===== src/sv/plsc_pkg.sv =====
// ----------------------------------------------------------------------------
// plsc_pkg
// Shared constants, job type and magnitude helper for the sensor calibration block.
// ----------------------------------------------------------------------------
`default_nettype none

package plsc_pkg;

  localparam int MAX_POINTS  = 8;
  localparam int VALUE_WIDTH = 16;
  localparam int CFG_W       = 4;
  localparam int PIDX_W      = 3;
  localparam int IDX_W       = $clog2(MAX_POINTS);
  localparam int CNT_W       = $clog2(MAX_POINTS + 1);
  localparam int QUEUE_DEPTH = 2;
  localparam int QPTR_W      = $clog2(QUEUE_DEPTH);
  localparam int NUM_W       = 2 * VALUE_WIDTH + 1;
  localparam int DCNT_W      = $clog2(NUM_W);
  localparam int RES_W       = NUM_W + 2;

  localparam logic [1:0] ST_OK    = 2'd0;
  localparam logic [1:0] ST_EMPTY = 2'd1;
  localparam logic [1:0] ST_FLAT  = 2'd2;

  typedef struct packed {
    logic [VALUE_WIDTH-1:0] base;
    logic [VALUE_WIDTH-1:0] dy_mag;
    logic [VALUE_WIDTH-1:0] ds_mag;
    logic [VALUE_WIDTH-1:0] dx_mag;
    logic                   neg;
    logic [1:0]             status;
  } job_t;

  function automatic logic [VALUE_WIDTH-1:0] mag(input logic [VALUE_WIDTH:0] v);
    logic [VALUE_WIDTH:0] t;
    t = v[VALUE_WIDTH] ? (~v + 1'b1) : v;
    return t[VALUE_WIDTH-1:0];
  endfunction

endpackage

`default_nettype wire


===== src/sv/plsc_front.sv =====
// ----------------------------------------------------------------------------
// plsc_front
// Accepts transactions, keeps the point table, scans it for a convert and
// hands a resolved job to the queue.
// ----------------------------------------------------------------------------
`default_nettype none

module plsc_front import plsc_pkg::*; (
  input  logic                   clk,
  input  logic                   rst,
  input  logic                   cfg_write,
  input  logic [CFG_W-1:0]       cfg_data,
  input  logic                   in_valid,
  output logic                   in_ready,
  input  logic                   mode,
  input  logic [VALUE_WIDTH-1:0] sample,
  input  logic [PIDX_W-1:0]      point_index,
  input  logic [VALUE_WIDTH-1:0] point_true,
  input  logic [VALUE_WIDTH-1:0] point_sensed,
  output job_t                   job,
  output logic                   job_push,
  input  logic                   job_space
);

  localparam logic [1:0] S_IDLE = 2'd0;
  localparam logic [1:0] S_SCAN = 2'd1;
  localparam logic [1:0] S_DONE = 2'd2;

  logic [1:0]             state;
  logic [CFG_W-1:0]       point_count;
  logic [CNT_W-1:0]       k;
  logic [CNT_W-1:0]       n;
  logic [CNT_W-1:0]       n_cfg;
  logic                   found;

  logic [VALUE_WIDTH-1:0] tab_true   [MAX_POINTS];
  logic [VALUE_WIDTH-1:0] tab_sensed [MAX_POINTS];

  logic signed [VALUE_WIDTH-1:0] s, x0, t0, px, pt, ppx, ppt, fx0, ft0, fx1, ft1;
  logic signed [VALUE_WIDTH-1:0] cur_x, cur_t;
  logic                          hit;
  logic                          tab_we;

  logic                          direct, unit, last;
  logic signed [VALUE_WIDTH-1:0] y0, y1, xa, xb, xr, dbase;
  logic        [VALUE_WIDTH:0]   dy, ds, dx;
  logic        [1:0]             dstatus;

  assign in_ready = (state == S_IDLE);
  assign n_cfg    = (32'(point_count) > MAX_POINTS) ? CNT_W'(MAX_POINTS)
                                                    : CNT_W'(point_count);
  assign cur_x    = tab_sensed[k[IDX_W-1:0]];
  assign cur_t    = tab_true[k[IDX_W-1:0]];
  assign hit      = (s >= px) && (s <= cur_x);
  assign tab_we   = in_valid && in_ready && mode && (32'(point_index) < MAX_POINTS);
  assign job_push = (state == S_DONE) && job_space;

  // control
  always_ff @(posedge clk) begin
    if (rst) begin
      state       <= S_IDLE;
      point_count <= '0;
      k           <= '0;
      n           <= '0;
      found       <= 1'b0;
    end else begin
      if (cfg_write) begin
        point_count <= cfg_data;
      end
      case (state)
        S_IDLE: begin
          if (in_valid && !mode) begin
            n     <= n_cfg;
            k     <= '0;
            found <= 1'b0;
            state <= (n_cfg == '0) ? S_DONE : S_SCAN;
          end
        end
        S_SCAN: begin
          k <= k + 1'b1;
          if (k != '0 && !found && hit) begin
            found <= 1'b1;
          end
          if (k == n - CNT_W'(1)) begin
            state <= S_DONE;
          end
        end
        S_DONE: begin
          if (job_space) begin
            state <= S_IDLE;
          end
        end
        default: state <= S_IDLE;
      endcase
    end
  end

  // table and scan data
  always_ff @(posedge clk) begin
    if (tab_we) begin
      tab_true[IDX_W'(point_index)]   <= point_true;
      tab_sensed[IDX_W'(point_index)] <= point_sensed;
    end
    if (state == S_IDLE) begin
      s <= sample;
    end
    if (state == S_SCAN) begin
      if (k == '0) begin
        x0 <= cur_x;
        t0 <= cur_t;
      end
      ppx <= px;
      ppt <= pt;
      px  <= cur_x;
      pt  <= cur_t;
      if (k != '0 && !found && hit) begin
        fx0 <= px;
        ft0 <= pt;
        fx1 <= cur_x;
        ft1 <= cur_t;
      end
    end
  end

  // job resolution
  always_comb begin
    direct  = 1'b0;
    unit    = 1'b0;
    last    = 1'b0;
    dstatus = ST_OK;
    dbase   = '0;
    y0      = ft0;
    y1      = ft1;
    xa      = fx0;
    xb      = fx1;
    if (n == '0) begin
      direct  = 1'b1;
      dstatus = ST_EMPTY;
    end else if (n == CNT_W'(1)) begin
      direct = 1'b1;
      dbase  = t0;
    end else if (s <= x0) begin
      unit = 1'b1;
      y0   = t0;
      xa   = x0;
    end else if (s >= px) begin
      last = 1'b1;
      y0   = ppt;
      y1   = pt;
      xa   = ppx;
      xb   = px;
    end else if (!found) begin
      direct = 1'b1;
    end
    xr = last ? xb : xa;
    dy = {y1[VALUE_WIDTH-1], y1} - {y0[VALUE_WIDTH-1], y0};
    ds = {s[VALUE_WIDTH-1], s} - {xr[VALUE_WIDTH-1], xr};
    dx = {xb[VALUE_WIDTH-1], xb} - {xa[VALUE_WIDTH-1], xa};

    job = '0;
    if (direct) begin
      job.base   = dbase;
      job.status = dstatus;
    end else if (unit) begin
      job.base   = y0;
      job.dy_mag = VALUE_WIDTH'(1);
      job.dx_mag = VALUE_WIDTH'(1);
      job.ds_mag = mag(ds);
      job.neg    = ds[VALUE_WIDTH];
      job.status = ST_OK;
    end else begin
      job.dy_mag = mag(dy);
      job.ds_mag = mag(ds);
      job.dx_mag = mag(dx);
      job.neg    = dy[VALUE_WIDTH] ^ ds[VALUE_WIDTH] ^ dx[VALUE_WIDTH];
      job.status = (dx == '0) ? ST_FLAT : ST_OK;
      job.base   = (last && dx != '0) ? y1 : y0;
    end
  end

endmodule

`default_nettype wire


===== src/sv/plsc_queue.sv =====
// ----------------------------------------------------------------------------
// plsc_queue
// Short job queue between the table scan and the arithmetic back end.
// ----------------------------------------------------------------------------
`default_nettype none

module plsc_queue import plsc_pkg::*; (
  input  logic clk,
  input  logic rst,
  input  logic push,
  input  job_t push_data,
  output logic space,
  input  logic pop,
  output job_t pop_data,
  output logic pop_valid
);

  job_t              entries [QUEUE_DEPTH];
  logic [QPTR_W-1:0] wr_ptr;
  logic [QPTR_W-1:0] rd_ptr;
  logic [QPTR_W:0]   count;

  assign space     = (count != (QPTR_W+1)'(QUEUE_DEPTH));
  assign pop_valid = (count != '0);
  assign pop_data  = entries[rd_ptr];

  always_ff @(posedge clk) begin
    if (rst) begin
      wr_ptr <= '0;
      rd_ptr <= '0;
      count  <= '0;
    end else begin
      if (push) begin
        wr_ptr <= wr_ptr + 1'b1;
      end
      if (pop) begin
        rd_ptr <= rd_ptr + 1'b1;
      end
      if (push && !pop) begin
        count <= count + 1'b1;
      end else if (pop && !push) begin
        count <= count - 1'b1;
      end
    end
  end

  always_ff @(posedge clk) begin
    if (push) begin
      entries[wr_ptr] <= push_data;
    end
  end

endmodule

`default_nettype wire


===== src/sv/plsc_back.sv =====
// ----------------------------------------------------------------------------
// plsc_back
// Multiplies, divides with rounding one quotient bit per cycle (both skipped
// for a zero dx), adds the segment base, saturates and holds the result register.
// ----------------------------------------------------------------------------
`default_nettype none

module plsc_back import plsc_pkg::*; (
  input  logic                   clk,
  input  logic                   rst,
  input  job_t                   job,
  input  logic                   job_valid,
  output logic                   job_pop,
  output logic                   out_valid,
  input  logic                   out_ready,
  output logic [VALUE_WIDTH-1:0] corrected,
  output logic [1:0]             status,
  output logic                   saturated
);

  localparam logic [2:0] B_IDLE = 3'd0;
  localparam logic [2:0] B_MUL  = 3'd1;
  localparam logic [2:0] B_ADD  = 3'd2;
  localparam logic [2:0] B_DIV  = 3'd3;
  localparam logic [2:0] B_OUT  = 3'd4;

  localparam logic signed [RES_W-1:0] HI_X =
    {{(RES_W-VALUE_WIDTH+1){1'b0}}, {(VALUE_WIDTH-1){1'b1}}};
  localparam logic signed [RES_W-1:0] LO_X =
    {{(RES_W-VALUE_WIDTH+1){1'b1}}, {(VALUE_WIDTH-1){1'b0}}};

  logic [2:0]               state;
  logic [DCNT_W-1:0]        cnt;
  job_t                     jb;
  logic [2*VALUE_WIDTH-1:0] prod;
  logic [NUM_W-1:0]         num;
  logic [VALUE_WIDTH-1:0]   rem;

  logic [VALUE_WIDTH:0]     rem_sh;
  logic [VALUE_WIDTH:0]     diff;
  logic                     ge;
  logic signed [RES_W-1:0]  base_x;
  logic signed [RES_W-1:0]  q_x;
  logic signed [RES_W-1:0]  r;
  logic                     out_load;

  assign job_pop  = (state == B_IDLE) && job_valid;
  assign out_load = (state == B_OUT) && (!out_valid || out_ready);

  assign rem_sh = {rem, num[NUM_W-1]};
  assign diff   = rem_sh - {1'b0, jb.dx_mag};
  assign ge     = (rem_sh >= {1'b0, jb.dx_mag});

  assign base_x = {{(RES_W-VALUE_WIDTH){jb.base[VALUE_WIDTH-1]}}, jb.base};
  assign q_x    = {2'b00, num};
  assign r      = jb.neg ? (base_x - q_x) : (base_x + q_x);

  // control
  always_ff @(posedge clk) begin
    if (rst) begin
      state     <= B_IDLE;
      cnt       <= '0;
      out_valid <= 1'b0;
    end else begin
      if (out_valid && out_ready && !out_load) begin
        out_valid <= 1'b0;
      end
      case (state)
        B_IDLE: begin
          if (job_valid) begin
            state <= (job.dx_mag == '0) ? B_OUT : B_MUL;
          end
        end
        B_MUL: state <= B_ADD;
        B_ADD: begin
          cnt   <= DCNT_W'(NUM_W - 1);
          state <= B_DIV;
        end
        B_DIV: begin
          cnt <= cnt - 1'b1;
          if (cnt == '0) begin
            state <= B_OUT;
          end
        end
        B_OUT: begin
          if (out_load) begin
            out_valid <= 1'b1;
            state     <= B_IDLE;
          end
        end
        default: state <= B_IDLE;
      endcase
    end
  end

  // datapath
  always_ff @(posedge clk) begin
    case (state)
      B_IDLE: begin
        if (job_valid) begin
          jb  <= job;
          num <= '0;
        end
      end
      B_MUL: prod <= jb.dy_mag * jb.ds_mag;
      B_ADD: begin
        num <= {1'b0, prod} + NUM_W'(jb.dx_mag >> 1);
        rem <= '0;
      end
      B_DIV: begin
        rem <= ge ? diff[VALUE_WIDTH-1:0] : rem_sh[VALUE_WIDTH-1:0];
        num <= {num[NUM_W-2:0], ge};
      end
      default: ;
    endcase
    if (out_load) begin
      status <= jb.status;
      if (r > HI_X) begin
        corrected <= HI_X[VALUE_WIDTH-1:0];
        saturated <= 1'b1;
      end else if (r < LO_X) begin
        corrected <= LO_X[VALUE_WIDTH-1:0];
        saturated <= 1'b1;
      end else begin
        corrected <= r[VALUE_WIDTH-1:0];
        saturated <= 1'b0;
      end
    end
  end

endmodule

`default_nettype wire


===== src/sv/piecewise_linear_sensor_calibration.sv =====
// ----------------------------------------------------------------------------
// piecewise_linear_sensor_calibration
// Piecewise-linear correction of a sensor reading through a table of up to
// MAX_POINTS calibration points, with rounding and saturation.
// ----------------------------------------------------------------------------
//  channel  handshake              payload
//  cfg      cfg_write              cfg_data (point_count)
//  in       in_valid / in_ready    mode, sample, point_index, point_true,
//                                  point_sensed
//  out      out_valid / out_ready  corrected, status, saturated
//
//  load transaction: no result
//  convert: front scans the table one point per cycle through its single read
//  port; back goes straight to output for a direct value or zero-width segment,
//  else multiplies, adds and runs the serial divider (one quotient bit a cycle)
//  front and back overlap through a two-entry job queue; a stalled output
//  holds the back, then the queue, then the input
//  reset clears control and point_count only; table contents are undefined
// ----------------------------------------------------------------------------
`default_nettype none

module piecewise_linear_sensor_calibration import plsc_pkg::*; (
  input  logic                   clk,
  input  logic                   rst,
  input  logic                   cfg_write,
  input  logic [CFG_W-1:0]       cfg_data,
  input  logic                   in_valid,
  output logic                   in_ready,
  input  logic                   mode,
  input  logic [VALUE_WIDTH-1:0] sample,
  input  logic [PIDX_W-1:0]      point_index,
  input  logic [VALUE_WIDTH-1:0] point_true,
  input  logic [VALUE_WIDTH-1:0] point_sensed,
  output logic                   out_valid,
  input  logic                   out_ready,
  output logic [VALUE_WIDTH-1:0] corrected,
  output logic [1:0]             status,
  output logic                   saturated
);

  job_t f_job;
  job_t q_job;
  logic f_push;
  logic q_space;
  logic q_valid;
  logic b_pop;

  plsc_front u_front (
    .clk          (clk),
    .rst          (rst),
    .cfg_write    (cfg_write),
    .cfg_data     (cfg_data),
    .in_valid     (in_valid),
    .in_ready     (in_ready),
    .mode         (mode),
    .sample       (sample),
    .point_index  (point_index),
    .point_true   (point_true),
    .point_sensed (point_sensed),
    .job          (f_job),
    .job_push     (f_push),
    .job_space    (q_space)
  );

  plsc_queue u_queue (
    .clk       (clk),
    .rst       (rst),
    .push      (f_push),
    .push_data (f_job),
    .space     (q_space),
    .pop       (b_pop),
    .pop_data  (q_job),
    .pop_valid (q_valid)
  );

  plsc_back u_back (
    .clk       (clk),
    .rst       (rst),
    .job       (q_job),
    .job_valid (q_valid),
    .job_pop   (b_pop),
    .out_valid (out_valid),
    .out_ready (out_ready),
    .corrected (corrected),
    .status    (status),
    .saturated (saturated)
  );

`ifndef SYNTH
  a_empty_zero: assert property (@(posedge clk) disable iff (rst)
    out_valid && status == ST_EMPTY |-> corrected == '0 && !saturated)
    else $error("empty table result not zero");

  a_flat_nosat: assert property (@(posedge clk) disable iff (rst)
    out_valid && status == ST_FLAT |-> !saturated)
    else $error("zero-width segment result saturated");

  a_sat_rail: assert property (@(posedge clk) disable iff (rst)
    out_valid && saturated |->
      corrected == {1'b0, {(VALUE_WIDTH-1){1'b1}}} ||
      corrected == {1'b1, {(VALUE_WIDTH-1){1'b0}}})
    else $error("saturated result not at a rail");

  a_queue_push: assert property (@(posedge clk) disable iff (rst)
    f_push |-> q_space)
    else $error("job pushed into full queue");
`endif

endmodule

`default_nettype wire

===== config.mk =====
export PLATFORM = sky130hd
export DESIGN_NAME = piecewise_linear_sensor_calibration
export DESIGN_NICKNAME = d
export VERILOG_FILES = /design/src/sv/plsc_pkg.sv /design/src/sv/plsc_front.sv /design/src/sv/plsc_queue.sv /design/src/sv/plsc_back.sv /design/src/sv/piecewise_linear_sensor_calibration.sv
export SDC_FILE = /design/constraint.sdc
export NUM_CORES = 2
export LEC_CHECK = 0
export BUFFER_PORTS_ARGS = -buffer_cell sky130_fd_sc_hd__buf_4
export CORE_MARGIN = 5
export CORE_UTILIZATION = 30
export CTS_CLUSTER_SIZE = 14
export DETAILED_ROUTE_END_ITERATION = 8
export SYNTH_ARGS = -nofsm -noshare
export SYNTH_HDL_FRONTEND = slang
export SYNTH_SLANG_ARGS = --single-unit

===== constraint.sdc =====
create_clock -name clk -period 12.2 [get_ports clk]
set_clock_uncertainty 0.15 [all_clocks]
set_input_delay 2.44 -clock clk [delete_from_list [all_inputs] [get_ports clk]]
set_output_delay 2.44 -clock clk [all_outputs]
set_load 0.01 [all_outputs]

==> impl_metrics.toml <==
[run_status]
status = "finished clean"

[clock_network]
postCtsSetupBuffers = 0
clk_pin_slew_ns = 0.06
ctsHoldBuffers = 0
insertion_delay_ns = 0.68
clock_sinks = 766
cts_max_level = 3
postCtsResizedCells = 0
cts_buffer_depth = 3
cts_made_buffers = 80
cts_tree = "yes"
cts.root.buffer_cell = "clkbuf_16"

[setup_path]
cp-startpoint = "u_front.s[9]$_DFFE_PP_"
reg2reg_depth = 27
cpMaxStageDelayCell = "a41oi_4"
cp.arrival_ns = 7.92
cp.depth = 27
required_ns = 12.38
path_max_fanout = 33
rrSetupSlack_ns = 4.45
path_buf_inv = 3
path_class = "register to register"
cp_top_family = "compound AO/OA/AOI/OAI gates"
crit_path_end = "u_queue.entries[0][60]$_DFFE_PP_"
endpoint_kind = "register"
r2r_start = "u_front.s[9]$_DFFE_PP_"
crit-reg2reg-capture = "u_queue.entries[0][60]$_DFFE_PP_"
cp_common_cell = "nand2_1"
crit_path_start_kind = "register"
critical_path.max_stage_delay_ns = 0.87

[cells_and_area]
utilization = 0.339
final_nets = 4440
fillerInstances = 15000
synthToLayoutAreaGrowth_pct = 12.4
layout-drive-gt1-share = 0.112
final_common_cell = "edfxtp_1"
mostFrequentLayoutCells = "edfxtp_1 (733), inv_1 (359), nand2_1 (344)"

[yosys]
synth_edf_count = 733
synthesis.area_um2 = 45700
synth_ff_type = "edfxtp_1"
ys.warnings.count = 0
synth-xor-area-share = 0.0390
synth_top_family_by_area = "adder cells"
yosys_register_bits = 766
synth_top_area_share = 0.481
synth_adder_area_share = 0.163
ys_async_sr_fraction = 0
synthSimpleGateAreaFrac = 0.108
synth_area_leader_cell = "edfxtp_1"
synthMuxAreaShare = 0.0656
synth_cells = 3826
synth_cell_types = 83
synth_compound_area_frac = 0.0878
synth_fp_nets = 4364
synth-seq-area-share = 0.496
ys_top_cells_by_area = "edfxtp_1 (48%), fa_1 (8.8%), ha_1 (7.6%)"
syn_avg_cell_area_um2 = 12.0

[global_route]
grt_pass1_wl_um = 171000
overflow = 0
first_global_vias = 29300
grt_util_all_layers = 0.133
grt_antenna_before_repair = 4
grt_start_max_net_pins = 70

[sta]
setup-violations-final = 0
fin_crit_sh = 0.635
setup-tns-final_ns = 0
fmax_mhz = 129
worst_hold_slack_ns = 0.353
finalCriticalPeriod_ns = 7.75
setup_slack_ns = 4.45
relSlewSlack = 0.146
rsz0062_at_grt = "false"
worst_pin_slew_ns = 1.28
finalMaxSlewViolations = 0
hold_viol = 0

[routing]
vias_per_cell = 4.85
firstDrtPassIters = 7
wl_um = 108000
vias = 29100
drc = 0
avgRoutedWirePerCell_um = 18.1
drt-initial-drc-count = 2122
ant_nets = 0

[place]
hpwlAfterDp_um = 78000
io_buffers = 81
gp_congestion = 0.868
dp_slack_ns = 4.54

[die]
dieArea_um2 = 160000
start_util = 0.301
die_y_um = 400
fp-row-count = 143
ios = 82
die_w_um = 400
core_area_um2 = 152000

[worst_hold_path]
hold_class = "register to register"

[job]
maxCapViolations = 0
==> synthesized netlist by cell type (63+ instances only) <==
library cell,instances
edfxtp_1,733
inv_1,360
nand2_1,344
ha_1,277
nor2_1,274
a21oi_1,216
fa_1,200
xnor2_1,128
and2_1,127
o21ai_0,115
clkbuf_1,106
mux2_2,88
xor2_1,74
a21o_1,68
mux4_2,64
nor3_1,63
==> logic make-up (layout without fill, tap and decap cells) <==
group / count (synthesis) / in the layout
other: 0 / 2
buffers and inverters: 487 / 627
AND/OR/NAND/NOR: 1050 / 1050
AO/OA/AOI/OAI: 634 / 634
XOR/XNOR: 203 / 203
multiplexers: 209 / 209
flip-flops: 766 / 766
adder cells (fa/ha/maj): 477 / 477
==> worst min path at each step <==
stage | startpoint | slack [ns] | cells past startpoint | endpoint
2_1_floorplan | u_back.jb[0]$_DFFE_PP_ | 0.25 | 0 | u_back.status[0]$_DFFE_PP_
3_5_place_dp | u_back.cnt[5]$_SDFFE_PP0P_ | 0.33 | 1 | u_back.cnt[5]$_SDFFE_PP0P_
4_1_cts | u_back.cnt[5]$_SDFFE_PP0P_ | 0.35 | 1 | u_back.cnt[5]$_SDFFE_PP0P_
6_report | u_back.cnt[5]$_SDFFE_PP0P_ | 0.35 | 1 | u_back.cnt[5]$_SDFFE_PP0P_
5_1_grt | u_back.cnt[4]$_SDFFE_PP0P_ | 0.37 | 2 | u_back.cnt[4]$_SDFFE_PP0P_
3_3_place_gp | u_back.cnt[4]$_SDFFE_PP0P_ | 0.33 | 2 | u_back.cnt[4]$_SDFFE_PP0P_
==> layer usage <==
metal,GRT usage,wire length (µm),vias to the layer above
met1,0.189,50800,14500
met2,0.213,50000,700
met5,0,7,-
li1,-,-,13800
met3,0.0231,5730,135
met4,0.0275,1860,2
==> sequential cells by signal, summed over array words and instances, names as in the netlist, 6 cells and up, named ones only <==
name / count
u_back.base_x: 16
u_back.cnt: 6
u_back.corrected: 16
u_back.jb: 51
u_back.num: 33
u_back.prod: 32
u_back.rem: 16
u_front.ft0: 16
u_front.ft1: 16
u_front.fx0: 16
u_front.fx1: 16
u_front.ppt: 16
u_front.ppx: 16
u_front.pt: 16
u_front.px: 16
u_front.s: 16
u_front.t0: 16
u_front.tab_sensed: 128
u_front.tab_true: 128
u_front.x0: 16
u_queue.entries: 134
==> area by class of cell <==
cell class / count / area (µm²) / share of cell area
Antenna cell: 2 / 5.00 / 0.0000973
Inverter: 360 / 1350 / 0.0263
Tap cell: 2030 / 2540 / 0.0494
Clock buffer: 102 / 2120 / 0.0411
Timing Repair Buffer: 121 / 908 / 0.0177
Sequential cell: 766 / 22700 / 0.441
Clock inverter: 44 / 497 / 0.00966
Multi-Input combinational cell: 2573 / 21300 / 0.415
==> per-stage QoR <==
| step | instances | area [µm²] |
|---|---|---|
| 2_1_floorplan | 3826 | 45700 |
| 4_1_cts | 5996 | 51400 |
| 3_5_place_dp | 5850 | 48800 |
| 3_3_place_gp | 5850 | 48800 |
| 6_report | 5998 | 51400 |
| 5_1_grt | 5996 | 51400 |
==> worst reg2reg max path, delay by kind of cell (launching register included) <==
| family | cells | cell delay [ns] |
|---|---|---|
| buffers and inverters | 3 | 0.70 |
| AOI/OAI and AO/OA | 13 | 3.94 |
| DFF | 1 | 0.47 |
| adders and majority gates | 3 | 0.94 |
| and+or+nand+nor | 7 | 0.94 |
| muxes | 1 | 0.28 |
Power is not shown: default switching activity piles up to over one toggle a cycle in this logic, so the estimate is an artifact.
